$ cat config.mk
export PLATFORM = sky130hd
export DESIGN_NAME = swma_ctrl
export DESIGN_NICKNAME = d
export VERILOG_FILES = /design/src/rtl/core/swma_pkg.sv /design/src/rtl/core/swma_ctrl.sv
export SDC_FILE = /design/constraint.sdc
export NUM_CORES = 1
export LEC_CHECK = 0
export ABC_AREA = 1
export BUFFER_PORTS_ARGS = -buffer_cell sky130_fd_sc_hd__buf_2
export CAP_MARGIN = 20
export CORE_AREA = 2 2 39 41
export CTS_BUF_LIST = sky130_fd_sc_hd__clkbuf_4
export DETAILED_ROUTE_END_ITERATION = 16
export DIE_AREA = 0 0 41 43
export PLACE_DENSITY = 0.46
export SETUP_SLACK_MARGIN = 0.4
export SLEW_MARGIN = 20
export SYNTH_ARGS = -nofsm -noshare
export SYNTH_HDL_FRONTEND = slang
export SYNTH_SLANG_ARGS = --single-unit
$ cat constraint.sdc
create_clock -name i_clk -period 1 [get_ports i_clk]
set_input_delay 0.05 -clock i_clk [delete_from_list [all_inputs] [get_ports i_clk]]
set_output_delay 0.05 -clock i_clk [all_outputs]
set_load 0.02 [all_outputs]
$ cat src/rtl/core/swma_pkg.sv
package swma_pkg;

    localparam int SAMPLE_W = 8;
    localparam int CFG_W    = 11;
    localparam int TWICE_W  = 9;
    localparam int ALERT_W  = 24;

    localparam logic [ALERT_W-1:0] ALERT_MAX = {ALERT_W{1'b1}};

    // datapath operations issued by the controller
    typedef enum logic [3:0] {
        OP_NONE,
        OP_LOAD,
        OP_CLEAR,
        OP_SCAN,
        OP_DLY_RD,
        OP_OLD_RD,
        OP_OLD_WR,
        OP_INC_RD,
        OP_COMMIT
    } t_op;

    typedef struct packed {
        t_op  op;
        logic cnt_clr;
    } t_cmd;

    typedef struct packed {
        logic full;
        logic cnt_last;
        logic out_free;
    } t_sts;

endpackage

$ cat src/rtl/core/swma_ctrl.sv
module swma_ctrl (
    input  logic           i_clk,
    input  logic           i_rst_n,
    input  logic           i_cfg_we,
    input  logic           i_in_valid,
    input  swma_pkg::t_sts i_sts,
    output logic           o_in_ready,
    output swma_pkg::t_cmd o_cmd
);
    import swma_pkg::*;

    typedef enum logic [2:0] {
        ST_CLEAR,
        ST_IDLE,
        ST_SCAN,
        ST_DLY_RD,
        ST_OLD_RD,
        ST_OLD_WR,
        ST_INC_RD,
        ST_COMMIT
    } t_state;

    t_state r_state;
    t_state n_state;
    logic   r_ready;
    t_cmd   cmd;

    always_comb begin
        n_state     = r_state;
        cmd.op      = OP_NONE;
        cmd.cnt_clr = 1'b0;
        if (i_cfg_we) begin
            // restart the window: sweep the histogram again
            n_state     = ST_CLEAR;
            cmd.cnt_clr = 1'b1;
        end else begin
            case (r_state)
                ST_CLEAR: begin
                    cmd.op = OP_CLEAR;
                    if (i_sts.cnt_last) begin
                        n_state = ST_IDLE;
                    end
                end
                ST_IDLE: begin
                    if (i_in_valid && r_ready) begin
                        cmd.op      = OP_LOAD;
                        cmd.cnt_clr = 1'b1;
                        n_state     = i_sts.full ? ST_SCAN : ST_INC_RD;
                    end
                end
                ST_SCAN: begin
                    cmd.op = OP_SCAN;
                    if (i_sts.cnt_last) begin
                        n_state = ST_DLY_RD;
                    end
                end
                ST_DLY_RD: begin
                    cmd.op  = OP_DLY_RD;
                    n_state = ST_OLD_RD;
                end
                ST_OLD_RD: begin
                    cmd.op  = OP_OLD_RD;
                    n_state = ST_OLD_WR;
                end
                ST_OLD_WR: begin
                    cmd.op  = OP_OLD_WR;
                    n_state = ST_INC_RD;
                end
                ST_INC_RD: begin
                    cmd.op  = OP_INC_RD;
                    n_state = ST_COMMIT;
                end
                ST_COMMIT: begin
                    // hold until the output word slot frees up
                    if (i_sts.out_free) begin
                        cmd.op  = OP_COMMIT;
                        n_state = ST_IDLE;
                    end
                end
                default: begin
                    n_state = ST_CLEAR;
                end
            endcase
        end
    end

    always_ff @(posedge i_clk) begin
        if (!i_rst_n) begin
            r_state <= ST_CLEAR;
            r_ready <= 1'b0;
        end else begin
            r_state <= n_state;
            r_ready <= (n_state == ST_IDLE);
        end
    end

    assign o_in_ready = r_ready;
    assign o_cmd      = cmd;

endmodule

* Yosys cells after proc, flatten, opt, wreduce, memory -nomap -nowiden
Index checks and enable logic that the tools add are counted.
** Cells by class
- Equality and inequality tests :: 8
- Multiplexer cells :: 13
- Reductions and logical operators :: 2
** Operators by type and width (number)
- 4-bit case mux with 8 select lines :: 1
- 3-bit case mux with 8 select lines :: 1
- 3-bit 2-to-1 mux :: 6
- 3-bit == test (second input constant) :: 4
- 4-bit 2-to-1 mux :: 2
- 3-bit by 1-bit == test with 1-bit output (second input constant) :: 2
- 3-bit by 2-bit == test with 1-bit output (second input constant) :: 2
- 3-bit zero test :: 1
- 1-bit 2-to-1 mux :: 2
- 2-bit 2-to-1 mux :: 1
- 1-bit logical AND :: 1
** Word-level totals
- Flip-flop bits (word level) :: 4
- Input bits :: 7
- Word-level logic and storage cells :: 25

* Logic depth before layout (Yosys ltp)
Gate-level depths: netlist of the first run.
- Depth after elaboration :: 5
- Mapped depth :: 8

* Least setup slack after synthesis of the first run
Ideal clock, no wire load.
- Path kind :: register to output
- Start :: reg r_ready (netlist: o_in_ready)
- End :: out o_cmd[1] (netlist name)
- Arrival time :: 1040 ps
- Data required time :: 950 ps
- Setup slack :: -90 ps
- Stages on the path, launching flop included :: 5
- Path through :: dfxtp_1 -> nand2_1 -> inv_1 -> nand3_1 -> a21oi_1
** RTL lines
- start: declaration :: RTL line swma_ctrl.sv:25 : logic r_ready;
- start signal: assignment :: RTL line swma_ctrl.sv:93 : r_ready <= (n_state == ST_IDLE);
- end: declaration :: RTL line swma_ctrl.sv:8 : output swma_pkg::t_cmd o_cmd

==> results.tsv, run 1 <==
metric	value	unit
Worst Skew	0.003257	ns
Synth Warn #	0	
syn_area_per_cell	5.619	um2
# nets final	82	
largest net degree at the start of global routing	6	
wire per inst	9.267	um
vias in the first global route	367	
Final Total Pwr	0.0005502	W
design area	600.6	um2
Max-Cap Viols	0	
number of remaining DRC errors	0	
clock buffer depth	2	
Via-to-Cell Ratio	4.111	
crit start category	register	
Global Route Usage Sum	11.55	%
ANT cells	0	
worst relative slew slack	87.70	%
Core Region	1384	um2
Initial DRC Count	1	
period utilization	117.6	%
crit path kind	register to output pin	
Setup violations, final	8	
RSZ-0062 raised after global routing	yes	
CTS Root Buffer Type	clkbuf_4	
commonest non-fill, non-tap cells in the layout	11 x nand2_1, 7 x nand2_2, 6 x buf_2, 6 x buf_6	
Die Y	43	um
clock latency on the worst-skew pair	0.24	ns
net count after synthesis	60	
FP Rows	14	
I/O pins	13	
H-tree depth reported by CTS	1	
Sink Count	4	
pwr dens	916.1	nW/um2
DP HPWL	596.8	um
hold slack	0.05977	ns
P_leak	0.2948	nW
grt ovf	0	
Num CTS Buffers	3	
chip width	41	um
CP required	0.95	ns
global-route wire length before repair	1366	um
crit path time final	1.176	ns
Synth-to-Final Area Change	101.7	%
post-route ant nets	0	
failing checks	setup timing	
Hold Fails Final Rpt	0	
peak supply drop	0.4456	mV
pre-CTS setup slack	-0.01441	ns
antenna violations before repair	0	
CTS tree	built	
setup TNS	-0.9435	ns
I/O Buffers	12	
Tightest Pin Transition	0.1843	ns
GPL Wtd Cong	0.6706	
HP Class	input pin to register	
layout cells sized above 1	74.32	%
WL final	834	um
leading cell type in the layout, fill and taps excluded	nand2_1	
cell area after placement	421.7	um2
Initial DRT Pass Iterations	2	
synthesized flop and latch total	4	
Worst setup EP type	output pin	
max frequency	850.5	MHz
Seq/Total Area, Yosys	26.89	%
Crit Path Max Fanout	4	
Die ar.	1763	um2
Initial Util	21.52	%
Syn Std Cell Area	297.8	um2
WP data arrival	1.13	ns
post-synthesis cell type count	12	
DR vias	370	
CTS clk-pin slew, worst paths	0.04	ns
outcome	complete, but fails checks	
Final Max Tran Viols	0	
Post-Syn Instances	53	
fin worst setup slack	-0.1758	ns
[logic make-up (layout without fill, tap and decap cells)]
logic type      Yosys count  in the layout  share of synthesized area [%]
simple gates             38             38                          58.40
buf+inv                   9             30                          11.35
flops                     4              4                          26.89
compound gates            2              2                          3.358
[stage by stage]
step,instances,util (%)
finish,90,43.40
global route,90,43.40
CTS,89,38.88
detailed placement,82,30.47
global placement,82,30.47
floorplan,53,-
[layer usage]
layer,global-route usage [%],up-vias,part of all wire [%]
met1,11.90,166,40
met2,18.75,5,57
met4,10.00,0,0
met5,0,-,0
met3,1.571,0,2.3
li1,-,199,-
[power breakdown]
group	switching, W	internal (W)
clock network	0.0000694	0.000177
logic	0.0000710	0.0000640
registers	0.00000973	0.000159
total	0.000150	0.000400
[final timing paths]
check / from / depth (start not counted) / endpoint / slack (ns)
max: r_state[0] / 5 / o_cmd[1] / -0.18
min: i_rst_n / 3 / r_state[2] / 0.06
max reg2reg: r_state[0] / 9 / o_in_ready / -0.15
min reg2reg: r_state[2] / 2 / r_state[1] / 0.63
[cell usage after synthesis]
cell | number | area, um2
nand2_2 | 3 | 18.77
inv_1 | 7 | 26.28
o21ai_0 | 1 | 5.000
nand2_1 | 18 | 67.56
nor2_2 | 1 | 6.260
nor2_1 | 9 | 33.78
dfxtp_1 | 4 | 80.08
nor3_1 | 1 | 5.000
nand3_1 | 4 | 20.02
a21oi_1 | 1 | 5.000
inv_2 | 2 | 7.510
nor2_4 | 2 | 22.52
[area by class of cell]
cell class              count  area, um2
clock buffers               4      30.03
fillers                   149      783.3
inverters                   9      43.79
multi-input cells          40      276.5
flip-flops and latches      4      95.09
well taps                  16      20.02
repair buffers             17      135.1
[sequential cells by signal, indices dropped and copies added (netlist names)]
name	cells
r_state	3
o_in_ready	1
[critical path, cell delays in order, from the launching register on]
cell     delay [ns]
dfxtp_4        0.39
inv_6          0.05
nor2_4         0.07
nand3_2        0.09
a21oi_2        0.15
buf_6          0.13
[what timing repair did]
item | CTS | global route
hold endpoints to repair | 0 | 0
hold buffers | 0 | 0
buffers inserted | 3 | 1
pin swaps | 5 | 13
endpoints found under the setup margin | 10 | 10
resized for setup | 19 | 15
Power figures use the tool's default switching activity.
==> run 2: changes to the inputs <==
- GPL_TIMING_DRIVEN: unset -> 0
- REMOVE_ABC_BUFFERS: unset -> 1
==> results.tsv, run 2 (synthesized netlist as in run 1, its figures left out) <==
metric	value	unit
outcome	complete, but fails checks	
failing checks	setup timing	
Pint	0.0003552	W
vias in the first global route	369	
HP Class	input pin to register	
Largest Register	r_state	
max FFs per register	3	
Setup violations, final	9	
P_leak	0.2794	nW
period utilization	117.0	%
CTS tree	built	
Die ar.	1763	um2
Sw Ratio	27.64	%
Placed Cells	81	
commonest non-fill, non-tap cells in the layout	13 x nand2_1, 8 x nand2_2, 7 x nor2_1	
leading cell type in the layout, fill and taps excluded	nand2_1	
crit-path leading delay family	simple AND/OR/NAND/NOR gates	
Via-to-Cell Ratio	4.256	
wire per inst	9.233	um
Worst Skew	0.001156	ns
max frequency	854.7	MHz
Core Region	1384	um2
fill count	158	
GPL Wtd Cong	0.6852	
Synth-to-Final Area Change	84.03	%
# nets final	83	
Hold Fails Final Rpt	0	
WL final	831	um
CTS Root Buffer Type	clkbuf_4	
I/O Buffers	12	
pwr dens	895.6	nW/um2
largest net degree at the start of global routing	7	
CP Cell Sequence	nand2_2 -> nand3_1 -> nand2_2 -> nand2_1 -> inv_1 -> buf_6	
Core Util, Final	39.60	%
crit path kind	register to output pin	
WP data arrival	1.12	ns
Worst setup EP type	output pin	
FP Rows	14	
grt ovf	0	
clock latency on the worst-skew pair	0.23	ns
fin worst setup slack	-0.1701	ns
CP max-delay cell	dfxtp_4	
Num CTS Buffers	3	
global-route wire length before repair	1400	um
slowest stage delay, CP	0.35	ns
FF/Latch Area	92.59	um2
Initial DRC Count	1	
Gate power share	25.5	%
hold buffer count at cts	0	
number of remaining DRC errors	0	
Final Max Tran Viols	0	
Initial Util	21.52	%
worst relative slew slack	85.03	%
DR vias	383	
pre-CTS setup slack	-0.08616	ns
chip width	41	um
crit start category	register	
clock buffer depth	2	
DP HPWL	562.6	um
CP required	0.95	ns
peak supply drop	0.4576	mV
ANT cells	0	
Initial DRT Pass Iterations	3	
Tightest Pin Transition	0.2243	ns
I/O pins	13	
CTS clk-pin slew, worst paths	0.04	ns
post-route insts no fill	90	
post-route ant nets	0	
antenna violations before repair	0	
crit path time final	1.170	ns
RSZ-0062 raised after global routing	yes	
Global Route Usage Sum	11.96	%
Max-Cap Viols	0	
area of the multi-input gates	231.5	um2
cell mode on critical path	nand2_2	
Crit Path Max Fanout	3	
Net Switching	0.0001356	W
Die Y	43	um
Clock power frac	40.5	%
H-tree depth reported by CTS	1	
layout cells sized above 1	60.81	%
Sink Count	4	
Worst Path Buf+Inv	2	
sequential power share	34.0	%
==> run 2: path summary, 6_finish.rpt <==
path / start / to / slack (ns) / cells after the start
setup / recovery: r_state[1] / o_cmd[2] / -0.17 / 6
hold / removal: i_rst_n / r_state[2] / 0.07 / 3
setup reg to reg: r_state[0] / o_in_ready / -0.14 / 9
hold reg to reg: r_state[2] / r_state[0] / 0.65 / 4
==> run 2: metrics by stage <==
step / hold slack [ns] / TNS, ns / power, W / cell area, um2
floorplan: 0.1798 / -0.09434 / 0.0002251 / 297.8
global placement: 0.3085 / -0.2948 / 0.0002539 / 377.9
detailed placement: 0.3182 / -0.2123 / 0.0002533 / 377.9
CTS: 0.06090 / -0.8913 / 0.0004949 / 516.7
global route: 0.08980 / -1.474 / 0.0005252 / 548.0
finish: 0.06791 / -0.8926 / 0.0004908 / 548.0
==> run 2: layer usage <==
| layer | wire, um | vias up | GRT usage [%] |
|---|---|---|---|
| met4 | 0 | 0 | 8.000 |
| met2 | 485 | 3 | 19.06 |
| met3 | 17 | 0 | 3.141 |
| met1 | 328 | 176 | 12.90 |
| li1 | - | 204 | - |
| met5 | 0 | - | 0 |
==> run 2: layout make-up <==
type,count,area share [%]
multi-input cells,40,42.24
inverters,9,7.078
repair buffers,18,26.03
well taps,16,3.653
flip-flops and latches,4,16.89
clock buffers,3,4.110
==> run 2: power by group through the flow <==
stage	logic, W	clock network (W)	registers (W)
2_1_floorplan	0.0000498	0	0.000175
6_report	0.000125	0.000199	0.000167
4_1_cts	0.000115	0.000212	0.000168
3_3_place_gp	0.0000804	0	0.000173
3_5_place_dp	0.0000800	0	0.000173
5_1_grt	0.000137	0.000220	0.000168
==> run 2: worst register-to-register path, cell delays in order (launching register included) <==
cell     delay [ns]
dfxtp_4        0.36
buf_4          0.12
buf_6          0.09
nand2_1        0.06
nor2_1         0.09
nand3_1        0.07
nand2_1        0.07
nand2_2        0.06
nand2_1        0.06
nor2_1         0.04
==> run 2: what timing repair did <==
| item | 4_1_cts | 5_1_grt |
|---|---|---|
| buffers inserted | 6 | 0 |
| setup endpoints to repair | 10 | 10 |
| pin swaps | 5 | 2 |
| resized for setup | 28 | 9 |
==> run 3: changes to the inputs <==
- SETUP_SLACK_MARGIN: 0.4 -> 0.05
==> results.tsv, run 3 (synthesized netlist as in run 1, its figures left out) <==
metric	value	unit
crit path kind	register to output pin	
Die Y	43	um
FF-to-FF path depth	8	
capturing point of the worst reg2reg path	o_in_ready	
Via-to-Cell Ratio	4.258	
worst relative slew slack	85.14	%
fill count	161	
crit path to	o_cmd[1]	
crit path time final	1.183	ns
vias in the first global route	353	
ANT cells	0	
max frequency	845.0	MHz
fin worst setup slack	-0.1834	ns
I/O Buffers	12	
Final Total Pwr	0.0004823	W
post-route ant nets	0	
post-route insts no fill	89	
cell area after placement	377.9	um2
WP data arrival	1.13	ns
number of remaining DRC errors	0	
worst hold stages	3	
critical path launch point	r_state[0]	
HP Class	input pin to register	
Worst Skew	0.001153	ns
Worst setup EP type	output pin	
Num CTS Buffers	3	
failing checks	setup timing	
Final Max Tran Viols	0	
grt ovf	0	
design area	530.5	um2
Largest Register	r_state	
CTS Root Buffer Type	clkbuf_4	
I/O pins	13	
Max-Cap Viols	0	
CP Cell Sequence	inv_4 -> nand2_2 -> o21ai_2 -> a21oi_2 -> buf_4	
# nets final	82	
peak supply drop	0.4356	mV
RSZ-0062 raised after global routing	yes	
leading cell type in the layout, fill and taps excluded	nand2_1	
FP Rows	14	
r2r setup slk	-0.11	ns
global-route wire length before repair	1352	um
clock buffer depth	2	
hold slack	0.06808	ns
antenna violations before repair	0	
Initial Util	21.52	%
P_leak	0.2704	nW
slowest stage delay, CP	0.36	ns
hold buffer count at cts	0	
Initial DRT Pass Iterations	2	
Hold Fails Final Rpt	0	
CP required	0.95	ns
area of the multi-input gates	236.5	um2
chip width	41	um
Placed Cells	81	
Crit Path Max Fanout	4	
wire per inst	9.551	um
Tightest Pin Transition	0.2227	ns
clock latency on the worst-skew pair	0.23	ns
max FFs per register	3	
Sink Count	4	
period utilization	118.3	%
Core Region	1384	um2
layout cells sized above 1	60.27	%
Initial DRC Count	1	
outcome	complete, but fails checks	
commonest non-fill, non-tap cells in the layout	13 x nand2_1, 8 x nand2_2, 7 x nor2_1, 7 x buf_2, 7 x buf_4	
Global Route Usage Sum	11.56	%
FF/Latch Area	91.34	um2
CTS clk-pin slew, worst paths	0.04	ns
pwr dens	909.2	nW/um2
GPL Wtd Cong	0.6852	
crit start category	register	
WL final	850	um
pre-CTS setup slack	-0.08616	ns
H-tree depth reported by CTS	1	
CTS tree	built	
Setup violations, final	7	
CP max-delay cell	dfxtp_4	
Die ar.	1763	um2
R2R Path Start	r_state[0]	
Synth-to-Final Area Change	78.15	%
DP HPWL	562.6	um
largest net degree at the start of global routing	7	
DR vias	379	
[run 3: changes by cell type in the layout (fill, tap and decap cells not counted), sizes merged]
cell,before,now
buf,18,17
[run 3: layout make-up]
| class | count | share of cell area, % |
|---|---|---|
| sequential | 4 | 17.22 |
| tap | 16 | 3.774 |
| inverter | 9 | 7.311 |
| multi-input combinational | 40 | 44.58 |
| clock buffer | 3 | 4.245 |
| timing repair buffer | 17 | 22.88 |
[run 3: where the power goes]
group / internal (W) / total, W / switching (W)
clock: 0.000134 / 0.000199 / 0.0000644
combinational: 0.0000534 / 0.000117 / 0.0000633
sequential: 0.000160 / 0.000167 / 0.00000680
[run 3: routing by layer]
layer  vias up  share of wire [%]  GRT usage, %
met1       174                 39         12.26
met4         0                  0         8.000
li1        202                  -             -
met2         3                 59         18.44
met5         -                  0             0
met3         0                2.0         3.141
[run 3: critical path: cells and delay by family, from the launching register on]
family	cells	cell delay (ns)
compound gates	2	0.23
buf+inv	2	0.24
simple gates	1	0.08
flops	1	0.36
[run 3: timing repair]
action / CTS / global route
setup endpoints to repair: 8 / 9
gates resized for setup: 24 / 9
pin swaps: 4 / 3
setup buffers: 5 / 0
[run 3: worst min path at each step]
| stage | from | to | slack [ns] |
|---|---|---|---|
| after floorplan | i_cfg_we | o_cmd[4] | 0.18 |
| after global placement | i_rst_n | r_state[2] | 0.31 |
| after detailed placement | i_rst_n | r_state[2] | 0.32 |
| after CTS | i_rst_n | r_state[2] | 0.06 |
| after global routing | i_rst_n | r_state[2] | 0.09 |
| final | i_rst_n | r_state[2] | 0.07 |
[run 3: stage by stage]
stage | TNS, ns | utilization [%]
2_1_floorplan | -0.09434 | -
6_report | -0.8764 | 38.34
5_1_grt | -1.394 | 38.34
3_5_place_dp | -0.2123 | 27.31
3_3_place_gp | -0.2948 | 27.31
4_1_cts | -0.8322 | 35.99
